## config.mk

```make
export PLATFORM = sky130hd
export DESIGN_NAME = sorted_priority_queue_aging_flat
export DESIGN_NICKNAME = d
export VERILOG_FILES = /design/src/hdl/spqa_pkg.sv /design/src/hdl/spqa_if.sv /design/src/hdl/sorted_priority_queue_aging.sv /design/src/hdl/spqa_mem.sv /design/src/flat_wrapper.sv
export SDC_FILE = /design/constraint.sdc
export NUM_CORES = 1
export LEC_CHECK = 0
export ABC_AREA = 1
export BUFFER_PORTS_ARGS = -buffer_cell sky130_fd_sc_hd__buf_2
export CAP_MARGIN = 20
export CORE_MARGIN = 5
export CORE_UTILIZATION = 35
export DETAILED_ROUTE_END_ITERATION = 10
export SYNTH_ARGS = -nofsm -noshare
export SYNTH_HDL_FRONTEND = slang
export SYNTH_SLANG_ARGS = --single-unit
```

## constraint.sdc

```tcl
create_clock -name i_clk -period 4.45 [get_ports i_clk]
set_input_delay 0 -clock i_clk [delete_from_list [all_inputs] [get_ports i_clk]]
set_output_delay 0 -clock i_clk [all_outputs]
set_load 0.005 [all_outputs]
```

## src/hdl/spqa_pkg.sv

```systemverilog
package spqa_pkg;

    // Default build of the queue
    localparam int QUEUE_DEPTH_DEF = 16;
    localparam int PID_BITS_DEF    = 16;

    // Fixed word field widths
    localparam int CMD_W       = 2;
    localparam int PID_FIELD_W = 16;
    localparam int PRIO_W      = 8;
    localparam int STATUS_W    = 2;
    localparam int COUNT_OUT_W = 5;

    // Configuration port
    localparam int APB_AW = 3;
    localparam int APB_DW = 32;
    localparam logic [0:0] REG_MAX_PRIO = 1'b0;
    localparam logic [PRIO_W-1:0] MAX_PRIO_RESET = 8'd200;

    typedef enum logic [CMD_W-1:0] {
        CMD_INSERT = 2'd0,
        CMD_POP    = 2'd1,
        CMD_AGE    = 2'd2
    } t_cmd;

    typedef enum logic [STATUS_W-1:0] {
        ST_OK    = 2'd0,
        ST_EMPTY = 2'd1,
        ST_FULL  = 2'd2
    } t_status;

endpackage

```

## src/hdl/spqa_if.sv

```systemverilog
// Command channel: one word per scheduler command.
interface spqa_cmd_if;
    logic                            valid;
    logic                            ready;
    logic [spqa_pkg::CMD_W-1:0]       cmd;
    logic [spqa_pkg::PID_FIELD_W-1:0] in_pid;
    logic [spqa_pkg::PRIO_W-1:0]      in_priority;

    modport source (output valid, cmd, in_pid, in_priority, input ready);
    modport sink   (input valid, cmd, in_pid, in_priority, output ready);
endinterface

// Response channel: one word per command.
interface spqa_rsp_if;
    logic                             valid;
    logic                             ready;
    logic [spqa_pkg::PID_FIELD_W-1:0] out_pid;
    logic [spqa_pkg::PRIO_W-1:0]      out_priority;
    logic                             took_item;
    logic [spqa_pkg::STATUS_W-1:0]    status;
    logic [spqa_pkg::COUNT_OUT_W-1:0] queue_count;
    logic                             queue_empty;

    modport source (output valid, out_pid, out_priority, took_item, status, queue_count,
                    queue_empty, input ready);
    modport sink   (input valid, out_pid, out_priority, took_item, status, queue_count,
                    queue_empty, output ready);
endinterface

```

## src/hdl/sorted_priority_queue_aging.sv

```systemverilog
// A command walks the entry memory one read/write pair per entry, plus one head write when
// an insert lands at the head; a no-op, rejected insert or empty pop walks none.
// One command at a time: the next word is taken the cycle after the response register
// is loaded.
// Reset (synchronous, active low) empties the queue and sets max_priority to 200;
// entry memory contents are not cleared.
module sorted_priority_queue_aging #(
    parameter int QUEUE_DEPTH = spqa_pkg::QUEUE_DEPTH_DEF,
    parameter int PID_BITS    = spqa_pkg::PID_BITS_DEF
) (
    input  logic                        i_clk,
    input  logic                        i_rst_n,
    spqa_cmd_if.sink                    i_cmd,
    spqa_rsp_if.source                  o_rsp,
    input  logic                        psel,
    input  logic                        penable,
    input  logic                        pwrite,
    input  logic [spqa_pkg::APB_AW-1:0] paddr,
    input  logic [spqa_pkg::APB_DW-1:0] pwdata,
    output logic [spqa_pkg::APB_DW-1:0] prdata,
    output logic                        pready
);

    localparam int AW      = $clog2(QUEUE_DEPTH);
    localparam int CW      = $clog2(QUEUE_DEPTH + 1);
    localparam int PrioW   = spqa_pkg::PRIO_W;
    localparam int PidFw   = spqa_pkg::PID_FIELD_W;
    localparam int CntOutW = spqa_pkg::COUNT_OUT_W;
    localparam int ApbDw   = spqa_pkg::APB_DW;
    localparam int EntW    = PID_BITS + PrioW;

    typedef enum logic [4:0] {
        S_IDLE = 5'b00001,
        S_RD   = 5'b00010,
        S_WR   = 5'b00100,
        S_HEAD = 5'b01000,
        S_DONE = 5'b10000
    } t_state;

    t_state                      r_state, n_state;
    logic [spqa_pkg::CMD_W-1:0]  r_cmd, n_cmd;
    logic [PID_BITS-1:0]         r_pid, n_pid;
    logic [PrioW-1:0]            r_pri, n_pri;
    logic [AW-1:0]               r_idx, n_idx;
    logic [CW-1:0]               r_count, n_count;
    logic [PrioW-1:0]            r_maxp;
    logic [PidFw-1:0]            r_res_pid, n_res_pid;
    logic [PrioW-1:0]            r_res_pri, n_res_pri;
    logic                        r_took, n_took;
    spqa_pkg::t_status           r_status, n_status;
    logic                        r_out_valid, n_out_valid;
    logic [PidFw-1:0]            r_out_pid, n_out_pid;
    logic [PrioW-1:0]            r_out_pri, n_out_pri;
    logic                        r_out_took, n_out_took;
    spqa_pkg::t_status           r_out_status, n_out_status;
    logic [CntOutW-1:0]          r_out_count, n_out_count;
    logic                        r_out_empty, n_out_empty;

    logic                        w_we;
    logic [AW-1:0]               w_waddr;
    logic [EntW-1:0]             w_wdata;
    logic [EntW-1:0]             w_rdata;
    logic [PID_BITS-1:0]         w_rd_pid;
    logic [PrioW-1:0]            w_rd_pri;
    logic [PrioW-1:0]            w_aged_pri;
    logic [EntW-1:0]             w_new;
    logic [CW-1:0]               w_count_m1;
    logic [AW-1:0]               w_last;
    logic                        w_cfg_wr;

    // Entry memory, packed as {pid, priority}
    spqa_mem #(
        .DEPTH (QUEUE_DEPTH),
        .WIDTH (EntW)
    ) u_mem (
        .i_clk   (i_clk),
        .i_we    (w_we),
        .i_waddr (w_waddr),
        .i_wdata (w_wdata),
        .i_raddr (r_idx),
        .o_rdata (w_rdata)
    );

    assign w_rd_pid   = w_rdata[EntW-1:PrioW];
    assign w_rd_pri   = w_rdata[PrioW-1:0];
    assign w_aged_pri = (w_rd_pri < r_maxp) ? w_rd_pri + PrioW'(1) : w_rd_pri;
    assign w_new      = {r_pid, r_pri};
    assign w_count_m1 = r_count - CW'(1);
    assign w_last     = w_count_m1[AW-1:0];

    // Configuration register
    assign w_cfg_wr = psel && penable && pwrite && pready
                      && (paddr[2:2] == spqa_pkg::REG_MAX_PRIO);
    assign pready   = 1'b1;
    assign prdata   = (paddr[2:2] == spqa_pkg::REG_MAX_PRIO) ? ApbDw'(r_maxp) : '0;

    always_ff @(posedge i_clk) begin
        if (!i_rst_n) begin
            r_maxp <= spqa_pkg::MAX_PRIO_RESET;
        end else if (w_cfg_wr) begin
            r_maxp <= pwdata[PrioW-1:0];
        end
    end

    // Command sequencer: walk the memory one entry per read/write pair.
    // Each write lands before the next read of any entry, so no forwarding is needed.
    always_comb begin
        n_state      = r_state;
        n_cmd        = r_cmd;
        n_pid        = r_pid;
        n_pri        = r_pri;
        n_idx        = r_idx;
        n_count      = r_count;
        n_res_pid    = r_res_pid;
        n_res_pri    = r_res_pri;
        n_took       = r_took;
        n_status     = r_status;
        n_out_valid  = r_out_valid && !o_rsp.ready;
        n_out_pid    = r_out_pid;
        n_out_pri    = r_out_pri;
        n_out_took   = r_out_took;
        n_out_status = r_out_status;
        n_out_count  = r_out_count;
        n_out_empty  = r_out_empty;
        w_we         = 1'b0;
        w_waddr      = r_idx;
        w_wdata      = w_rdata;

        case (r_state)
            S_IDLE: begin
                // Take a command word and choose the walk
                if (i_cmd.valid) begin
                    n_cmd     = i_cmd.cmd;
                    n_pid     = PID_BITS'(i_cmd.in_pid);
                    n_pri     = i_cmd.in_priority;
                    n_res_pid = '0;
                    n_res_pri = '0;
                    n_took    = 1'b0;
                    n_status  = spqa_pkg::ST_OK;
                    n_state   = S_DONE;
                    case (i_cmd.cmd)
                        spqa_pkg::CMD_INSERT: begin
                            if (r_count == CW'(QUEUE_DEPTH)) begin
                                n_status = spqa_pkg::ST_FULL;
                            end else if (r_count == '0) begin
                                n_state = S_HEAD;
                            end else begin
                                n_idx   = w_last;
                                n_state = S_RD;
                            end
                        end
                        spqa_pkg::CMD_POP: begin
                            if (r_count == '0) begin
                                n_status = spqa_pkg::ST_EMPTY;
                            end else begin
                                n_idx   = '0;
                                n_state = S_RD;
                            end
                        end
                        spqa_pkg::CMD_AGE: begin
                            if (r_count != '0) begin
                                n_idx   = '0;
                                n_state = S_RD;
                            end
                        end
                        default: begin
                        end
                    endcase
                end
            end

            S_RD: begin
                n_state = S_WR;
            end

            S_WR: begin
                case (r_cmd)
                    spqa_pkg::CMD_INSERT: begin
                        // Shift one entry down, or drop the new one in behind it
                        w_we    = 1'b1;
                        w_waddr = r_idx + AW'(1);
                        if (w_rd_pri >= r_pri) begin
                            w_wdata = w_new;
                            n_count = r_count + CW'(1);
                            n_state = S_DONE;
                        end else if (r_idx == '0) begin
                            n_state = S_HEAD;
                        end else begin
                            n_idx   = r_idx - AW'(1);
                            n_state = S_RD;
                        end
                    end
                    spqa_pkg::CMD_POP: begin
                        // Capture the head, move the rest up by one
                        if (r_idx == '0) begin
                            n_res_pid = PidFw'(w_rd_pid);
                            n_res_pri = w_rd_pri;
                            n_took    = 1'b1;
                        end else begin
                            w_we    = 1'b1;
                            w_waddr = r_idx - AW'(1);
                        end
                        if (r_idx == w_last) begin
                            n_count = w_count_m1;
                            n_state = S_DONE;
                        end else begin
                            n_idx   = r_idx + AW'(1);
                            n_state = S_RD;
                        end
                    end
                    spqa_pkg::CMD_AGE: begin
                        // Raise the priority in place, saturating at the ceiling
                        w_we    = 1'b1;
                        w_wdata = {w_rd_pid, w_aged_pri};
                        if (r_idx == w_last) begin
                            n_state = S_DONE;
                        end else begin
                            n_idx   = r_idx + AW'(1);
                            n_state = S_RD;
                        end
                    end
                    default: begin
                        n_state = S_DONE;
                    end
                endcase
            end

            S_HEAD: begin
                // New entry goes to the head
                w_we    = 1'b1;
                w_waddr = '0;
                w_wdata = w_new;
                n_count = r_count + CW'(1);
                n_state = S_DONE;
            end

            S_DONE: begin
                // Load the response word once the register is free
                if (!r_out_valid || o_rsp.ready) begin
                    n_out_valid  = 1'b1;
                    n_out_pid    = r_res_pid;
                    n_out_pri    = r_res_pri;
                    n_out_took   = r_took;
                    n_out_status = r_status;
                    n_out_count  = CntOutW'(r_count);
                    n_out_empty  = (r_count == '0);
                    n_state      = S_IDLE;
                end
            end

            default: begin
                n_state = S_IDLE;
            end
        endcase
    end

    // Control state
    always_ff @(posedge i_clk) begin
        if (!i_rst_n) begin
            r_state     <= S_IDLE;
            r_count     <= '0;
            r_out_valid <= 1'b0;
        end else begin
            r_state     <= n_state;
            r_count     <= n_count;
            r_out_valid <= n_out_valid;
        end
    end

    // Payload and walk registers
    always_ff @(posedge i_clk) begin
        r_cmd        <= n_cmd;
        r_pid        <= n_pid;
        r_pri        <= n_pri;
        r_idx        <= n_idx;
        r_res_pid    <= n_res_pid;
        r_res_pri    <= n_res_pri;
        r_took       <= n_took;
        r_status     <= n_status;
        r_out_pid    <= n_out_pid;
        r_out_pri    <= n_out_pri;
        r_out_took   <= n_out_took;
        r_out_status <= n_out_status;
        r_out_count  <= n_out_count;
        r_out_empty  <= n_out_empty;
    end

    assign i_cmd.ready        = (r_state == S_IDLE);
    assign o_rsp.valid        = r_out_valid;
    assign o_rsp.out_pid      = r_out_pid;
    assign o_rsp.out_priority = r_out_pri;
    assign o_rsp.took_item    = r_out_took;
    assign o_rsp.status       = r_out_status;
    assign o_rsp.queue_count  = r_out_count;
    assign o_rsp.queue_empty  = r_out_empty;

endmodule

```

## src/hdl/spqa_mem.sv

```systemverilog
// Entry store: one write port, one read port with registered read data.
module spqa_mem #(
    parameter int DEPTH = spqa_pkg::QUEUE_DEPTH_DEF,
    parameter int WIDTH = spqa_pkg::PID_BITS_DEF + spqa_pkg::PRIO_W
) (
    input  logic                     i_clk,
    input  logic                     i_we,
    input  logic [$clog2(DEPTH)-1:0] i_waddr,
    input  logic [WIDTH-1:0]         i_wdata,
    input  logic [$clog2(DEPTH)-1:0] i_raddr,
    output logic [WIDTH-1:0]         o_rdata
);

    logic [WIDTH-1:0] r_mem [DEPTH];
    logic [WIDTH-1:0] r_rdata;

    // Write the addressed entry
    always_ff @(posedge i_clk) begin
        if (i_we) begin
            r_mem[i_waddr] <= i_wdata;
        end
    end

    // Register the read data
    always_ff @(posedge i_clk) begin
        r_rdata <= r_mem[i_raddr];
    end

    assign o_rdata = r_rdata;

endmodule

```

## src/flat_wrapper.sv

```systemverilog
// flat-port wrapper written by rule: the top's interface ports become plain ports
module sorted_priority_queue_aging_flat 
#(
    parameter int QUEUE_DEPTH = spqa_pkg::QUEUE_DEPTH_DEF,
    parameter int PID_BITS    = spqa_pkg::PID_BITS_DEF
)
  (i_clk, i_rst_n, psel, penable, pwrite, paddr, pwdata, prdata, pready, i_cmd_valid, i_cmd_cmd, i_cmd_in_pid, i_cmd_in_priority, i_cmd_ready, o_rsp_valid, o_rsp_out_pid, o_rsp_out_priority, o_rsp_took_item, o_rsp_status, o_rsp_queue_count, o_rsp_queue_empty, o_rsp_ready);
  spqa_cmd_if i_cmd_i ();
  spqa_rsp_if o_rsp_i ();
  input  logic i_clk;
  input  logic i_rst_n;
  input  logic psel;
  input  logic penable;
  input  logic pwrite;
  input  logic [spqa_pkg::APB_AW-1:0] paddr;
  input  logic [spqa_pkg::APB_DW-1:0] pwdata;
  output logic [spqa_pkg::APB_DW-1:0] prdata;
  output logic pready;
  input wire logic [$bits(i_cmd_i.valid)-1:0] i_cmd_valid;
  input wire logic [$bits(i_cmd_i.cmd)-1:0] i_cmd_cmd;
  input wire logic [$bits(i_cmd_i.in_pid)-1:0] i_cmd_in_pid;
  input wire logic [$bits(i_cmd_i.in_priority)-1:0] i_cmd_in_priority;
  output wire logic [$bits(i_cmd_i.ready)-1:0] i_cmd_ready;
  output wire logic [$bits(o_rsp_i.valid)-1:0] o_rsp_valid;
  output wire logic [$bits(o_rsp_i.out_pid)-1:0] o_rsp_out_pid;
  output wire logic [$bits(o_rsp_i.out_priority)-1:0] o_rsp_out_priority;
  output wire logic [$bits(o_rsp_i.took_item)-1:0] o_rsp_took_item;
  output wire logic [$bits(o_rsp_i.status)-1:0] o_rsp_status;
  output wire logic [$bits(o_rsp_i.queue_count)-1:0] o_rsp_queue_count;
  output wire logic [$bits(o_rsp_i.queue_empty)-1:0] o_rsp_queue_empty;
  input wire logic [$bits(o_rsp_i.ready)-1:0] o_rsp_ready;
  assign i_cmd_i.valid = i_cmd_valid;
  assign i_cmd_i.cmd = i_cmd_cmd;
  assign i_cmd_i.in_pid = i_cmd_in_pid;
  assign i_cmd_i.in_priority = i_cmd_in_priority;
  assign i_cmd_ready = i_cmd_i.ready;
  assign o_rsp_valid = o_rsp_i.valid;
  assign o_rsp_out_pid = o_rsp_i.out_pid;
  assign o_rsp_out_priority = o_rsp_i.out_priority;
  assign o_rsp_took_item = o_rsp_i.took_item;
  assign o_rsp_status = o_rsp_i.status;
  assign o_rsp_queue_count = o_rsp_i.queue_count;
  assign o_rsp_queue_empty = o_rsp_i.queue_empty;
  assign o_rsp_i.ready = o_rsp_ready;
  sorted_priority_queue_aging #(.QUEUE_DEPTH(QUEUE_DEPTH), .PID_BITS(PID_BITS)) u_core (.i_clk(i_clk), .i_rst_n(i_rst_n), .i_cmd(i_cmd_i), .o_rsp(o_rsp_i), .psel(psel), .penable(penable), .pwrite(pwrite), .paddr(paddr), .pwdata(pwdata), .prdata(prdata), .pready(pready));
endmodule
```

# Word-level counts from Yosys, hierarchy flattened

Memories as Yosys holds them, arrays and structs flattened. A register that Yosys moved wholly into a read port is not among the register bits.
Index checks and enable logic that the tools add are counted.

Divide/modulo/power cells: 0
Bitwise logic cells: 1
Equality and inequality tests: 26
Reduce and logical (&&, ||, !) cells: 22
Add/sub/neg operators: 5
Shift-type cells: 0
Mux-type cells: 56
$mul: 0
Magnitude comparators: 2

Operators with widths:

| kind                  | count |
|---|---|
| $pmux W24 S2          | 2 |
| $mux W16              | 3 |
| $mux W5               | 9 |
| $mux W4               | 10 |
| $mux W8               | 5 |
| $pmux W16 S2          | 1 |
| $pmux W4 S2           | 4 |
| $pmux W5 S2           | 3 |
| $pmux W5 S5           | 1 |
| $mux W24              | 1 |
| $ne A3 B3 Y1 const B  | 7 |
| $pmux W8 S2           | 1 |
| $pmux W5 S3           | 1 |
| $pmux W4 S3           | 1 |
| $eq A5 B5 Y1 const B  | 2 |
| $reduce_and A10 Y1    | 1 |
| $mux W1               | 9 |
| $ne A3 B2 Y1 const B  | 3 |
| $add A8 B1 Y8 const B | 1 |
| $ge A8 B8 Y1          | 1 |
| $lt A8 B8 Y1          | 1 |
| $reduce_and A4 Y1     | 2 |
| $pmux W1 S2           | 3 |
| $reduce_and A2 Y1     | 3 |
| other kinds (26)      | 37 |

Flip-flop bits (word level): 109
Output and inout port bits: 68
Memory bits (read-only): 0
Memories kept: 1
RAM bits: 384
Logic and storage cells: 131
Bits of input ports: 68
Latch bits: 0

Memory list:

| name               | words | bits a word | read ports | clocked after Yosys merged registers in | write ports | line           | text |
|---|---|---|---|---|---|---|---|
| u_core.u_mem.r_mem | 16    | 24          | 1          | 1                                       | 1           | spqa_mem.sv:14 | `logic [WIDTH-1:0] r_mem [DEPTH];` |

# Depth between registers and ports, before layout

Gate-level depths: netlist of run 1.

Word-level depth: 6
Gate-level depth with buffers: 14
Mapped depth without buffers: 14

# Hierarchy

A second synthesis of run 1 with hierarchy kept.

Cell total of the unflattened synthesis: 2273
Area, all modules: 22949.5 um2

Modules (own cells, without submodules):

| module                      | area each (um2) | cells each | instances | sequential area each (um2) |
|---|---|---|---|---|
| spqa_mem                    | 16951.3         | 1597       | 1         | 12011.5 |
| sorted_priority_queue_aging | 5998.3          | 676        | 1         | 3083.0 |

# Worst setup path before layout of run 1

No wires, ideal clock.

Kind: register -> register
Start: register u_core.r_idx[0]
End: memory u_core.u_mem.r_mem[6][0] (netlist bit), enable pin
Arrival: 3.109 ns
Period minus slack after synthesis: 3.514 ns
Setup time: 0.405 ns
Required time: 4.045 ns
Path buffers: 3
Slack: 0.936 ns
Stages on the path, launching flop included: 13
Cell sequence: edfxtp_1 buf_4 inv_2 buf_2 clkbuf_1 ha_1 nand2_2 xor2_1 nand2_1 o21ai_1 a21oi_1 nand3_1 nor2_1

Cells in the longest elaborated chain, start to end: 6
Elaborated cells on any way between the ends: 11
Those cells by class: add/sub (2); mux (8); reduce/logical (1)

RTL lines:

| what                                                                  | line                               | text |
|---|---|---|
| start: declaration                                                    | sorted_priority_queue_aging.sv:44  | `logic [AW-1:0] r_idx, n_idx;` |
| start signal: assignment                                              | sorted_priority_queue_aging.sv:275 | `r_idx <= n_idx;` |
| parallel branches: the longest is 6 deep, another holds $sub A4 B1 Y4 | --                                 |  |
| end: declaration                                                      | spqa_mem.sv:14                     |  |

Parallel ways; which one is timed is not known.

# Worst setup path after layout of run 1

Start: register u_core.r_idx[1]
End: memory u_core.u_mem.r_mem[9][17] (netlist bit), enable pin

The elaborated chain is that of the path after synthesis.

==> results of run 1 <==
[placed cells by master, fill, tap and decap left out, types with 2 or more instances in the layout]
cell	count
xor2_1	9
dlygate4sd3_1	54
clkbuf_1	12
nand4_4	3
nand2_1	174
nand3b_1	3
o21ai_0	217
a21oi_1	30
edfxtp_1	474
buf_12	7
xnor2_1	2
nor2_1	257
clkbuf_16	53
inv_1	87
o21ai_1	17
nand4_1	18
dfxtp_1	43
a22oi_1	6
clkinv_1	10
o21a_1	2
nand3_1	83
buf_4	41
conb_1	25
clkinv_2	10
bufinv_16	6
clkinv_4	2
inv_2	17
nor2_2	19
o22ai_1	74
buf_2	84
o221ai_1	33
nand2_2	2
nor2_4	4
ha_1	29
nor3_1	4
o211ai_1	24
[cell type report]
class	instances	area (sq um)	share of cell area, %
tap	782	978	3.91
multi-input combinational	1049	5420	21.7
clock inverter	32	352	1.40
sequential	517	15100	60.3
clock buffer	66	1390	5.53
timing repair buffer	186	1410	5.63
inverter	105	397	1.58
[logic make-up (layout without fill, tap and decap cells)]
kind of cell               Yosys count  in the layout
and+or+nand+nor                    575            575
DFF                                517            517
AOI/OAI and AO/OA                  409            409
buffers and inverters              223            389
adders and majority gates           29             29
xor gates and xnor gates            11             11
other                                2             25
[routing by layer]
layer	vias to the layer above	part of all wire (%)	global-route usage, %
li1	6636	-	-
met1	6962	43	21.3
met2	474	48	26.5
met3	93	6.3	2.79
met4	2	2.7	5.31
met5	-	0.024	0
[report_power, final]
group / switching [W] / internal, W
Sequential: 0.000117 / 0.00587
Combinational: 0.00147 / 0.000597
Clock: 0.00183 / 0.00257
Total: 0.00342 / 0.00903
[path summary, 6_finish.rpt]
check / cells past startpoint / end
max: 13 / u_core.u_mem.r_mem[9][17]$_DFFE_PP_
min: 4 / u_core.r_maxp[1]$_SDFFE_PN0P_
max reg2reg: 13 / u_core.u_mem.r_mem[9][17]$_DFFE_PP_
min reg2reg: 0 / u_core.o_rsp.out_priority[4]$_DFFE_PP_
[sequential cells by signal, summed over array words and instances, names as in the netlist, 2 cells and up]
signal                     cells
u_core.u_mem.r_mem           384
u_core.r_pri                   8
u_core.o_rsp.status            2
u_core.r_status                2
u_core.o_rsp.out_pid          16
u_core.r_res_pid              16
u_core.r_maxp                  8
u_core.o_rsp.queue_count       5
u_core.r_res_pri               8
u_core.r_cmd                   2
u_core.r_pid                  16
u_core.r_count                 5
u_core.u_mem.o_rdata          24
u_core.r_state                 5
u_core.r_idx                   4
u_core.o_rsp.out_priority      8
[critical path, stage by stage (launching register included)]
cell      delay (ns)
edfxtp_1        0.33
buf_4           0.39
inv_2           0.14
ha_1            0.25
nand2_2         0.13
inv_2           0.07
nand2_1         0.05
o21ai_1         0.08
a22oi_1         0.17
o21ai_2         0.10
nor2_1          0.13
nand2_1         0.17
nor2_2          0.53
buf_12          0.27
[stage by stage]
stage	cells	instance area, sq um
after floorplan	1789	21400
after global placement	2582	22700
after detailed placement	2583	22700
after CTS	2735	25000
after global routing	2737	25000
final	2737	25000
==> qor.csv, run 1 <==
stage;metric;value;unit
routing;vias_per_cell;5.18;
worst_setup_path;crit_type;flip-flop to flip-flop;
yosys;yosysMostFrequentCell;edfxtp_1;
floorplan;dieArea;66000;sq um
yosys;synth-seq-cells;517;
yosys;synthSimpleGateAreaFrac;11.5;%
routing;drtAntennaViolNets;0;
yosys;yosysTopAreaCell;edfxtp_1;
grt;antenna_found_initial;1;
cells_and_area;nets;2009;
clock_network;cts_buffer_depth;3;
yosys;synth_area_leaders;edfxtp_1, o21ai_0, nor2_1;
yosys;ys_seq_area_share;70.7;%
routing;totalWireLength;54.1;mm
yosys;synth_compound_gate_area_share;11.1;%
yosys;synth_xor_area_share;0.452;%
timing;hold_slack;0.0613;ns
clock_network;numClockSinks;517;
worst_hold_path;min_from;psel;
timing;relSlewSlack;25.2;%
placed_design;dp_hpwl;31.1;mm
pwr;p_total;0.0124;W
worst_setup_path;cp-startpoint;u_core.r_idx[1]$_DFFE_PP_;
yosys;synthFlopType;edfxtp_1;
timing;slew_viol_final;0;
floorplan;initial_utilization;35.3;%
clock_network;insertion_delay;0.61;ns
pwr;power.density;497;nW/um^2
yosys;async_flop_share;0;%
timing;rsz0062_at_grt;false;
timing;fin_ws;1.31;ns
routing;dr.pass1.iters;5;
cells_and_area;final_core_util;41.5;%
clock_network;post_cts_buffers;0;
clock_network;htree_levels;2;
placed_design;port_buffers;84;
cells_and_area;syn2layout_area_growth;17.4;%
worst_setup_path;worstPathMaxFanout;35;
yosys;synth.distinct_cells;44;
yosys;synth_top_area_share;66.7;%
yosys;synth_commonest_cells;edfxtp_1, nor2_1, o21ai_0;
cells_and_area;filler_cell_count;5512;
placed_design;pre_cts_ws;1.18;ns
worst_hold_path;hp-class;input port to flip-flop;
worst_setup_path;required;4.76;ns
timing;period_share;70.5;%
timing;fmax;319;MHz
yosys;synthAdderAreaFrac;1.70;%
worst_setup_path;rrSetupSlack;1.31;ns
cells_and_area;drive_gt1_share;13.4;%
worst_setup_path;end_kind;flip-flop;
yosys;synthCells;1766;
clock_network;numCtsBuffers;53;
grt;grtUsageTotal;15.9;%
clock_network;cts_tree;built;
grt;grt_pass1_vias;13900;
floorplan;core_region_area;60400;sq um
timing;finalClockSkew;0.0234;ns
yosys;synth.area.mux_share;0;%
clock_network;cts-root-buf;clkbuf_16;
timing;setup_viol;0;
routing;routed-via-count;14200;
yosys;synth_edf_count;474;
yosys;synth_area;21300;sq um
pwr;p_leak;8.81;nW
grt;gr-total-overflow;0;
floorplan;die_w;257;um
clock_network;cts.reportedPaths.clkPinSlew;0.06;ns
yosys;synth_top_family_by_area;simple AND/OR/NAND/NOR gates;
floorplan;die_h;257;um
grt;grt_pass1_wl;83.0;mm
grt;grt_max_degree;195;
status;status;complete, no violations;
placed_design;place.gp.congestion;0.857;
pwr;max-vdd-ir-drop;0.000328;V
worst_setup_path;start_kind;flip-flop;
yosys;synth_area_per_cell;12.1;sq um
yosys;synth_warnings;0;
worst_setup_path;timing.rr.start;u_core.r_idx[1]$_DFFE_PP_;
timing;tightest_slew;1.12;ns
clock_network;hold_buffers;54;
floorplan;ios;136;
clock_network;cts_resized;0;
routing;route.detailed.drc;0;
routing;drt_iter0_drc;1085;
timing;finalHoldViolations;0;
routing;wl_per_cell;19.8;um
worst_setup_path;crit_arrival;3.44;ns
timing;tns;0;ns
job;cap_violations;0;
floorplan;rows;90;
timing;period_minus_slack;3.14;ns
cells_and_area;antenna_cells;0;
Note: power is estimated with default switching activity, not from simulation.
==> run 2, diff against run 1 <==
Clock period 4.45 ns to 2.8 ns, I/O delays scaled along.
==> run 2 against run 1 <==
Final cell count grew 0.95%. Worst hold slack lost 0.017 ns. Worst setup slack lost 1.1 ns. Via count grew 2.5%. Combinational power grew 74%. Critical path type unchanged.
==> qor.csv, run 2 (synthesis gave the netlist of run 1 again) <==
stage;metric;value;unit;change
routing;dr.pass1.iters;5;;unchanged
worst_setup_path;slowest_delay;0.45;ns;was 0.53 ns
status;status;complete, no violations;;unchanged
cells_and_area;largest_reg_flops;384;;unchanged
floorplan;ios;136;;unchanged
worst_setup_path;start_kind;flip-flop;;unchanged
floorplan;core_region_area;60400;sq um;unchanged
placed_design;dp_hpwl;32.1;mm;was 31.1 mm
timing;period_minus_slack;2.62;ns;was 3.14 ns
clock_network;cts_buffer_depth;3;;unchanged
clock_network;cts.reportedPaths.clkPinSlew;0.06;ns;about the same
cells_and_area;final_area;25600;sq um;was 25000 sq um
timing;relSlewSlack;22.5;%;was 25.2%
routing;route.detailed.drc;0;;unchanged
grt;met3_usage;2.14;%;was 2.79%
floorplan;die_w;257;um;unchanged
timing;finalHoldViolations;0;;unchanged
timing;finalClockSkew;0.0429;ns;was 0.0234 ns
grt;grt_pass1_vias;14100;;was 13.9k
clock_network;post_cts_buffers;0;;unchanged
grt;met1_usage;22.3;%;was 21.3%
worst_setup_path;worstPathMaxFanout;16;;was 35
placed_design;pre_cts_ws;0.194;ns;was 1.18 ns
timing;hold_slack;0.0439;ns;was 0.0613 ns
cells_and_area;syn2layout_area_growth;20.2;%;was 17.4%
cells_and_area;antenna_cells;0;;unchanged
grt;gr-total-overflow;0;;unchanged
timing;setup_viol;0;;unchanged
cells_and_area;regMostFlops;u_core.u_mem.r_mem;;unchanged
grt;grt_max_degree;193;;was 195
worst_setup_path;slowest_stage;dfxtp_1;;was nor2_2
cells_and_area;final_cell_mix;edfxtp_1, nor2_1, o21ai_0;;unchanged
timing;fmax;382;MHz;was 319 MHz
worst_hold_path;hp-class;input port to flip-flop;;unchanged
clock_network;cts-root-buf;clkbuf_16;;unchanged
clock_network;cts_tree;built;;unchanged
cells_and_area;multi_input_area;5540;sq um;was 5420 sq um
worst_setup_path;cpMostUsedCell;nand2_1;;
pwr;max-vdd-ir-drop;0.000464;V;was 0.000328 V
floorplan;rows;90;;unchanged
floorplan;initial_utilization;35.3;%;unchanged
placed_design;dpl_cell_area;23300;sq um;was 22700 sq um
floorplan;dieArea;66000;sq um;unchanged
routing;wl_per_cell;20.4;um;was 19.8 um
timing;slew_viol_final;0;;unchanged
pwr;p_leak;9.04;nW;was 8.81 nW
worst_setup_path;crit_type;flip-flop to flip-flop;;unchanged
placed_design;place.gp.congestion;0.868;;was 0.857
routing;drt_iter0_drc;1372;;was 1085
cells_and_area;filler_cell_count;5483;;was 5512
timing;tns;0;ns;unchanged
floorplan;die_h;257;um;unchanged
cells_and_area;seq_area;15100;sq um;unchanged
clock_network;insertion_delay;0.62;ns;was 0.61 ns
cells_and_area;final_common_cell;edfxtp_1;;unchanged
cells_and_area;final_core_util;42.5;%;was 41.5%
timing;period_share;93.5;%;was 70.5%
grt;top_usage_layer;met2;;unchanged
timing;tightest_slew;1.16;ns;was 1.12 ns
timing;rsz0062_at_grt;false;;unchanged
clock_network;numClockSinks;517;;unchanged
routing;drtAntennaViolNets;0;;unchanged
clock_network;htree_levels;2;;unchanged
routing;vias_per_cell;5.25;;was 5.18
timing;fin_ws;0.183;ns;was 1.31 ns
placed_design;port_buffers;84;;unchanged
routing;totalWireLength;56.4;mm;was 54.1 mm
clock_network;numCtsBuffers;52;;was 53
worst_setup_path;required;3.12;ns;was 4.76 ns
grt;grtUsageTotal;16.6;%;was 15.9%
grt;gr-usage-met2;28.0;%;was 26.5%
pwr;power.density;795;nW/um^2;was 497 nW/um^2
job;cap_violations;0;;unchanged
worst_setup_path;crit_arrival;2.94;ns;was 3.44 ns
routing;routed-via-count;14500;;was 14.2k
worst_setup_path;end_kind;flip-flop;;unchanged
cells_and_area;drive_gt1_share;15.4;%;was 13.4%
grt;antenna_found_initial;0;;was 1
cells_and_area;nets;2034;;was 2009
worst_setup_path;cp_cell_sequence;ha_1 > a21oi_1 > o21a_1 > nand2_1 > nand2_1 > nand3_1 > nand3_1 > nand2_1 > nand2_1;;was buf_4 > inv_2 > ha_1 > nand2_2 > inv_2 > nand2_1 > o21ai_1 > a22oi_1 > o21ai_2 > nor2_1 > nand2_1 > nor2_2 > buf_12
grt;grt_pass1_wl;85.4;mm;was 83.0 mm
## run 2: cell types whose count changed in the layout (fill, tap and decap cells not counted), moves of 4 or more
cell           change
buf_12            +17
buf_4             +14
bufinv_16          +4
clkbuf_1           -5
dlygate4sd3_1      -6
nand2_1            -4
nand2_2            +4
nor2_2            -15
nor2_4            +16
## run 2: critical path: cells and delay by family, from the launching register on
kind / cells / cell delay [ns]
compound gates: 2 / 0.53
fa+ha+maj: 1 / 0.30
flops: 1 / 0.45
simple gates: 6 / 1.07
## run 2: routing by layer
metal,wire [um],vias up,share of wire (%)
met5,0,-,0
met4,1370,0,2.4
met3,3760,101,6.7
met2,27400,554,49
met1,23900,7165,42
li1,-,6696,-
## run 2: stage by stage
stage                     power [W]  instances
after floorplan              0.0118       1789
after global placement       0.0131       2616
after detailed placement     0.0132       2617
after CTS                    0.0205       2763
after global routing         0.0213       2763
final                        0.0204       2763
## run 2: where the power goes
group,switching (W),internal (W)
logic,0.00249,0.00113
registers,0.000153,0.00932
clock network,0.00295,0.00436
total,0.00559,0.0148
## run 2: area by class of cell
class	count	area share, %
Clock inverter	39	1.90
Tap cell	782	3.82
Inverter	105	1.55
Timing Repair Buffer	212	7.10
Clock buffer	59	5.18
Sequential cell	517	58.9
Multi-Input combinational cell	1049	21.6
## run 2: final timing paths
kind                                                   startpoint                                endpoint  slack [ns]  cells past startpoint
worst max-delay path              u_core.u_mem.o_rdata[7]$_DFF_P_      u_core.u_mem.r_mem[1][2]$_DFFE_PP_        0.18                      9
worst max register to register    u_core.u_mem.o_rdata[7]$_DFF_P_      u_core.u_mem.r_mem[1][2]$_DFFE_PP_        0.18                      9
worst min-delay path                                         psel           u_core.r_maxp[4]$_SDFFE_PN0P_        0.04                      4
worst min register to register  u_core.r_res_pri[6]$_SDFFCE_PN0P_  u_core.o_rsp.out_priority[6]$_DFFE_PP_        0.42                      0
## run 2: timing repair
item,4_1_cts,5_1_grt
hold endpoints to repair,46,0
hold buffers,48,0
gates resized for setup,0,3
endpoints found under the setup margin,0,43
==> run 3, diff against run 2 <==
Settings changed: PLACE_DENSITY from default to 0.57.
==> run 3 against run 2 <==
Wire length down 1.3%. Non-clock buffer count rose by 37. Highest routed layer unchanged. Final cell count up 1.4%. Global-route usage down 0.15 points. Clock skew decreased by 0.027 ns. Flip-flop and latch count is the same. Critical path type unchanged. Count of clock-buffer cells in the layout up 18. Sequential share of layout area fell by 0.86 points. Maximum frequency hardly changed.
==> qor.csv, run 3 (synthesis gave the netlist of run 1 again) <==
stage;metric;value;unit;change
clock_network;cts_buffer_depth;3;;unchanged
cells_and_area;drive_gt1_share;16.6;%;was 15.4%
cells_and_area;regMostFlops;u_core.u_mem.r_mem;;unchanged
clock_network;numClockSinks;517;;unchanged
pwr;switching_power;0.00567;W;was 0.00559 W
worst_setup_path;r2r_cells;12;;was 9
job;cap_violations;0;;unchanged
worst_setup_path;crit_arrival;2.95;ns;was 2.94 ns
status;status;complete, no violations;;unchanged
floorplan;initial_utilization;35.3;%;unchanged
floorplan;die_h;257;um;unchanged
timing;tns;0;ns;unchanged
floorplan;die_w;257;um;unchanged
timing;period_minus_slack;2.61;ns;was 2.62 ns
pwr;pwr-share-clk;34.5;%;was 35.8%
placed_design;pre_cts_ws;0.0758;ns;was 0.194 ns
routing;totalWireLength;55.7;mm;was 56.4 mm
pwr;max-vdd-ir-drop;0.000425;V;was 0.000464 V
worst_setup_path;required;3.14;ns;was 3.12 ns
pwr;power.density;779;nW/um^2;was 795 nW/um^2
floorplan;ios;136;;unchanged
timing;setup_viol;0;;unchanged
worst_hold_path;hold_path_end;u_core.r_pid[4]$_DFFE_PP_;;was u_core.r_maxp[4]$_SDFFE_PN0P_
cells_and_area;final_common_cell;edfxtp_1;;unchanged
timing;rsz0062_at_grt;false;;unchanged
cells_and_area;final_cell_mix;edfxtp_1, nor2_1, o21ai_0;;unchanged
grt;gr-total-overflow;0;;unchanged
worst_hold_path;min_from;i_cmd_in_pid[4];;was psel
clock_network;cts_tree;built;;unchanged
pwr;p_seq_share;46.7;%;was 46.4%
worst_setup_path;worstPathMaxFanout;16;;unchanged
worst_setup_path;crit_type;flip-flop to flip-flop;;unchanged
routing;routed-via-count;14400;;was 14.5k
timing;fin_ws;0.185;ns;was 0.183 ns
pwr;p_comb_share;18.9;%;was 17.7%
routing;drt_iter0_drc;1297;;was 1372
pwr;power.internal;0.0146;W;was 0.0148 W
cells_and_area;largest_reg_flops;384;;unchanged
routing;dr.pass1.iters;5;;unchanged
timing;finalClockSkew;0.0156;ns;was 0.0429 ns
grt;grt_pass1_vias;14100;;about the same
clock_network;numCtsBuffers;53;;was 52
placed_design;place_inst;2647;;was 2617
worst_setup_path;timing.rr.start;u_core.r_pri[5]$_DFFE_PP_;;was u_core.u_mem.o_rdata[7]$_DFF_P_
pwr;p_total;0.0203;W;was 0.0204 W
routing;drtAntennaViolNets;0;;unchanged
clock_network;insertion_delay;0.60;ns;was 0.62 ns
routing;vias_per_cell;5.16;;was 5.25
floorplan;rows;90;;unchanged
worst_setup_path;r2r-end;u_core.u_mem.r_mem[7][17]$_DFFE_PP_;;was u_core.u_mem.r_mem[1][2]$_DFFE_PP_
placed_design;port_buffers;84;;unchanged
worst_setup_path;end_kind;flip-flop;;unchanged
worst_hold_path;hold_path_depth;2;;was 4
pwr;p_leak;9.23;nW;was 9.04 nW
routing;wl_per_cell;19.9;um;was 20.4 um
worst_hold_path;hp-class;input port to flip-flop;;unchanged
worst_setup_path;start_kind;flip-flop;;unchanged
placed_design;dp_hpwl;34.5;mm;was 32.1 mm
cells_and_area;antenna_cells;0;;unchanged
pwr;switching_share;28.0;%;was 27.4%
timing;hold_slack;0.101;ns;was 0.0439 ns
floorplan;dieArea;66000;sq um;unchanged
clock_network;post_cts_buffers;0;;unchanged
timing;finalHoldViolations;0;;unchanged
cells_and_area;nets;2072;;was 2034
cells_and_area;syn2layout_area_growth;22.0;%;was 20.2%
grt;grt_pass1_wl;85.5;mm;was 85.4 mm
grt;grt_max_degree;194;;was 193
timing;tightest_slew;1.15;ns;was 1.16 ns
timing;period_share;93.4;%;was 93.5%
timing;fmax;382;MHz;about the same
clock_network;cts-root-buf;clkbuf_16;;unchanged
timing;slew_viol_final;0;;unchanged
cells_and_area;final_cell_count_no_fill;2801;;was 2763
clock_network;htree_levels;2;;unchanged
placed_design;place.gp.congestion;0.918;;was 0.868
grt;grtUsageTotal;16.4;%;was 16.6%
clock_network;cts.reportedPaths.clkPinSlew;0.06;ns;about the same
routing;route.detailed.drc;0;;unchanged
grt;antenna_found_initial;0;;unchanged
floorplan;core_region_area;60400;sq um;unchanged
worst_setup_path;rrSetupSlack;0.19;ns;was 0.18 ns
timing;relSlewSlack;23.3;%;was 22.5%
[run 3: cell types whose count changed in the layout (fill, tap and decap cells not counted), sizes merged]
cell         delta
buf            +30
inv             -3
clkinvlp        +2
dlygate4sd3     +7
bufinv          -7
clkbuf         +18
clkinv          -9
[run 3: per-layer routing]
metal  global-route usage (%)  part of all wire [%]
met2                     27.1                    48
met5                        0                     0
met4                     4.52                   2.2
met3                     2.25                   5.3
met1                     23.0                    45
[run 3: critical path: stages (launching register included)]
cell and delay [ns]:
edfxtp_1 0.37, inv_1 0.16, ha_1 0.28, a21oi_1 0.23, nor2_1 0.10, nor2_4 0.12, nand3_4 0.09, nand2_2 0.15
inv_2 0.14, o21ai_0 0.27, buf_4 0.18, o21ai_1 0.06, buf_4 0.19
[run 3: area by class of cell]
cell class	instances	area, sq um
flip-flops and latches	517	15100
fillers	5485	34300
repair buffers	249	2270
inverters	105	397
clock buffers	77	1510
clock inverters	22	246
multi-input cells	1049	5530
well taps	782	978
[run 3: per-stage QoR]
stage                     util (%)  instance area (sq um)
after global placement        39.3                  23700
after global routing          43.1                  26000
after detailed placement      39.3                  23700
final                         43.1                  26000
after floorplan                  -                  21600
after CTS                     43.1                  26000
[run 3: timing repair]
action | in CTS | in global routing
setup endpoints to repair | 0 | 92
resized for setup | 0 | 3
hold buffers | 55 | 0
endpoints found under the hold margin | 48 | 0
[run 3: power by group through the flow]
| stage | logic, W | registers [W] | clock network [W] |
|---|---|---|---|
| finish | 0.00383 | 0.00946 | 0.00699 |
| global placement | 0.00371 | 0.00962 | 0 |
| detailed placement | 0.00377 | 0.00962 | 0 |
| floorplan | 0.00218 | 0.00959 | 0 |
| CTS | 0.00384 | 0.00946 | 0.00715 |
| global route | 0.00423 | 0.00948 | 0.00745 |
[run 3: worst max path at each step]
stage / slack (ns) / end / startpoint / cells after the start
6_report: 0.19 / u_core.u_mem.r_mem[7][17]$_DFFE_PP_ / u_core.r_pri[5]$_DFFE_PP_ / 12
5_1_grt: 0.04 / u_core.u_mem.r_mem[1][16]$_DFFE_PP_ / u_core.r_pri[5]$_DFFE_PP_ / 12
4_1_cts: 0.05 / u_core.u_mem.r_mem[2][21]$_DFFE_PP_ / u_core.r_pri[5]$_DFFE_PP_ / 12
3_5_place_dp: 0.08 / u_core.u_mem.r_mem[6][21]$_DFFE_PP_ / u_core.r_pri[5]$_DFFE_PP_ / 12
3_3_place_gp: 0.05 / u_core.u_mem.r_mem[2][21]$_DFFE_PP_ / u_core.r_pri[5]$_DFFE_PP_ / 12
2_1_floorplan: 0.003 / u_core.u_mem.r_mem[0][0]$_DFFE_PP_ / u_core.r_idx[0]$_DFFE_PP_ / 13
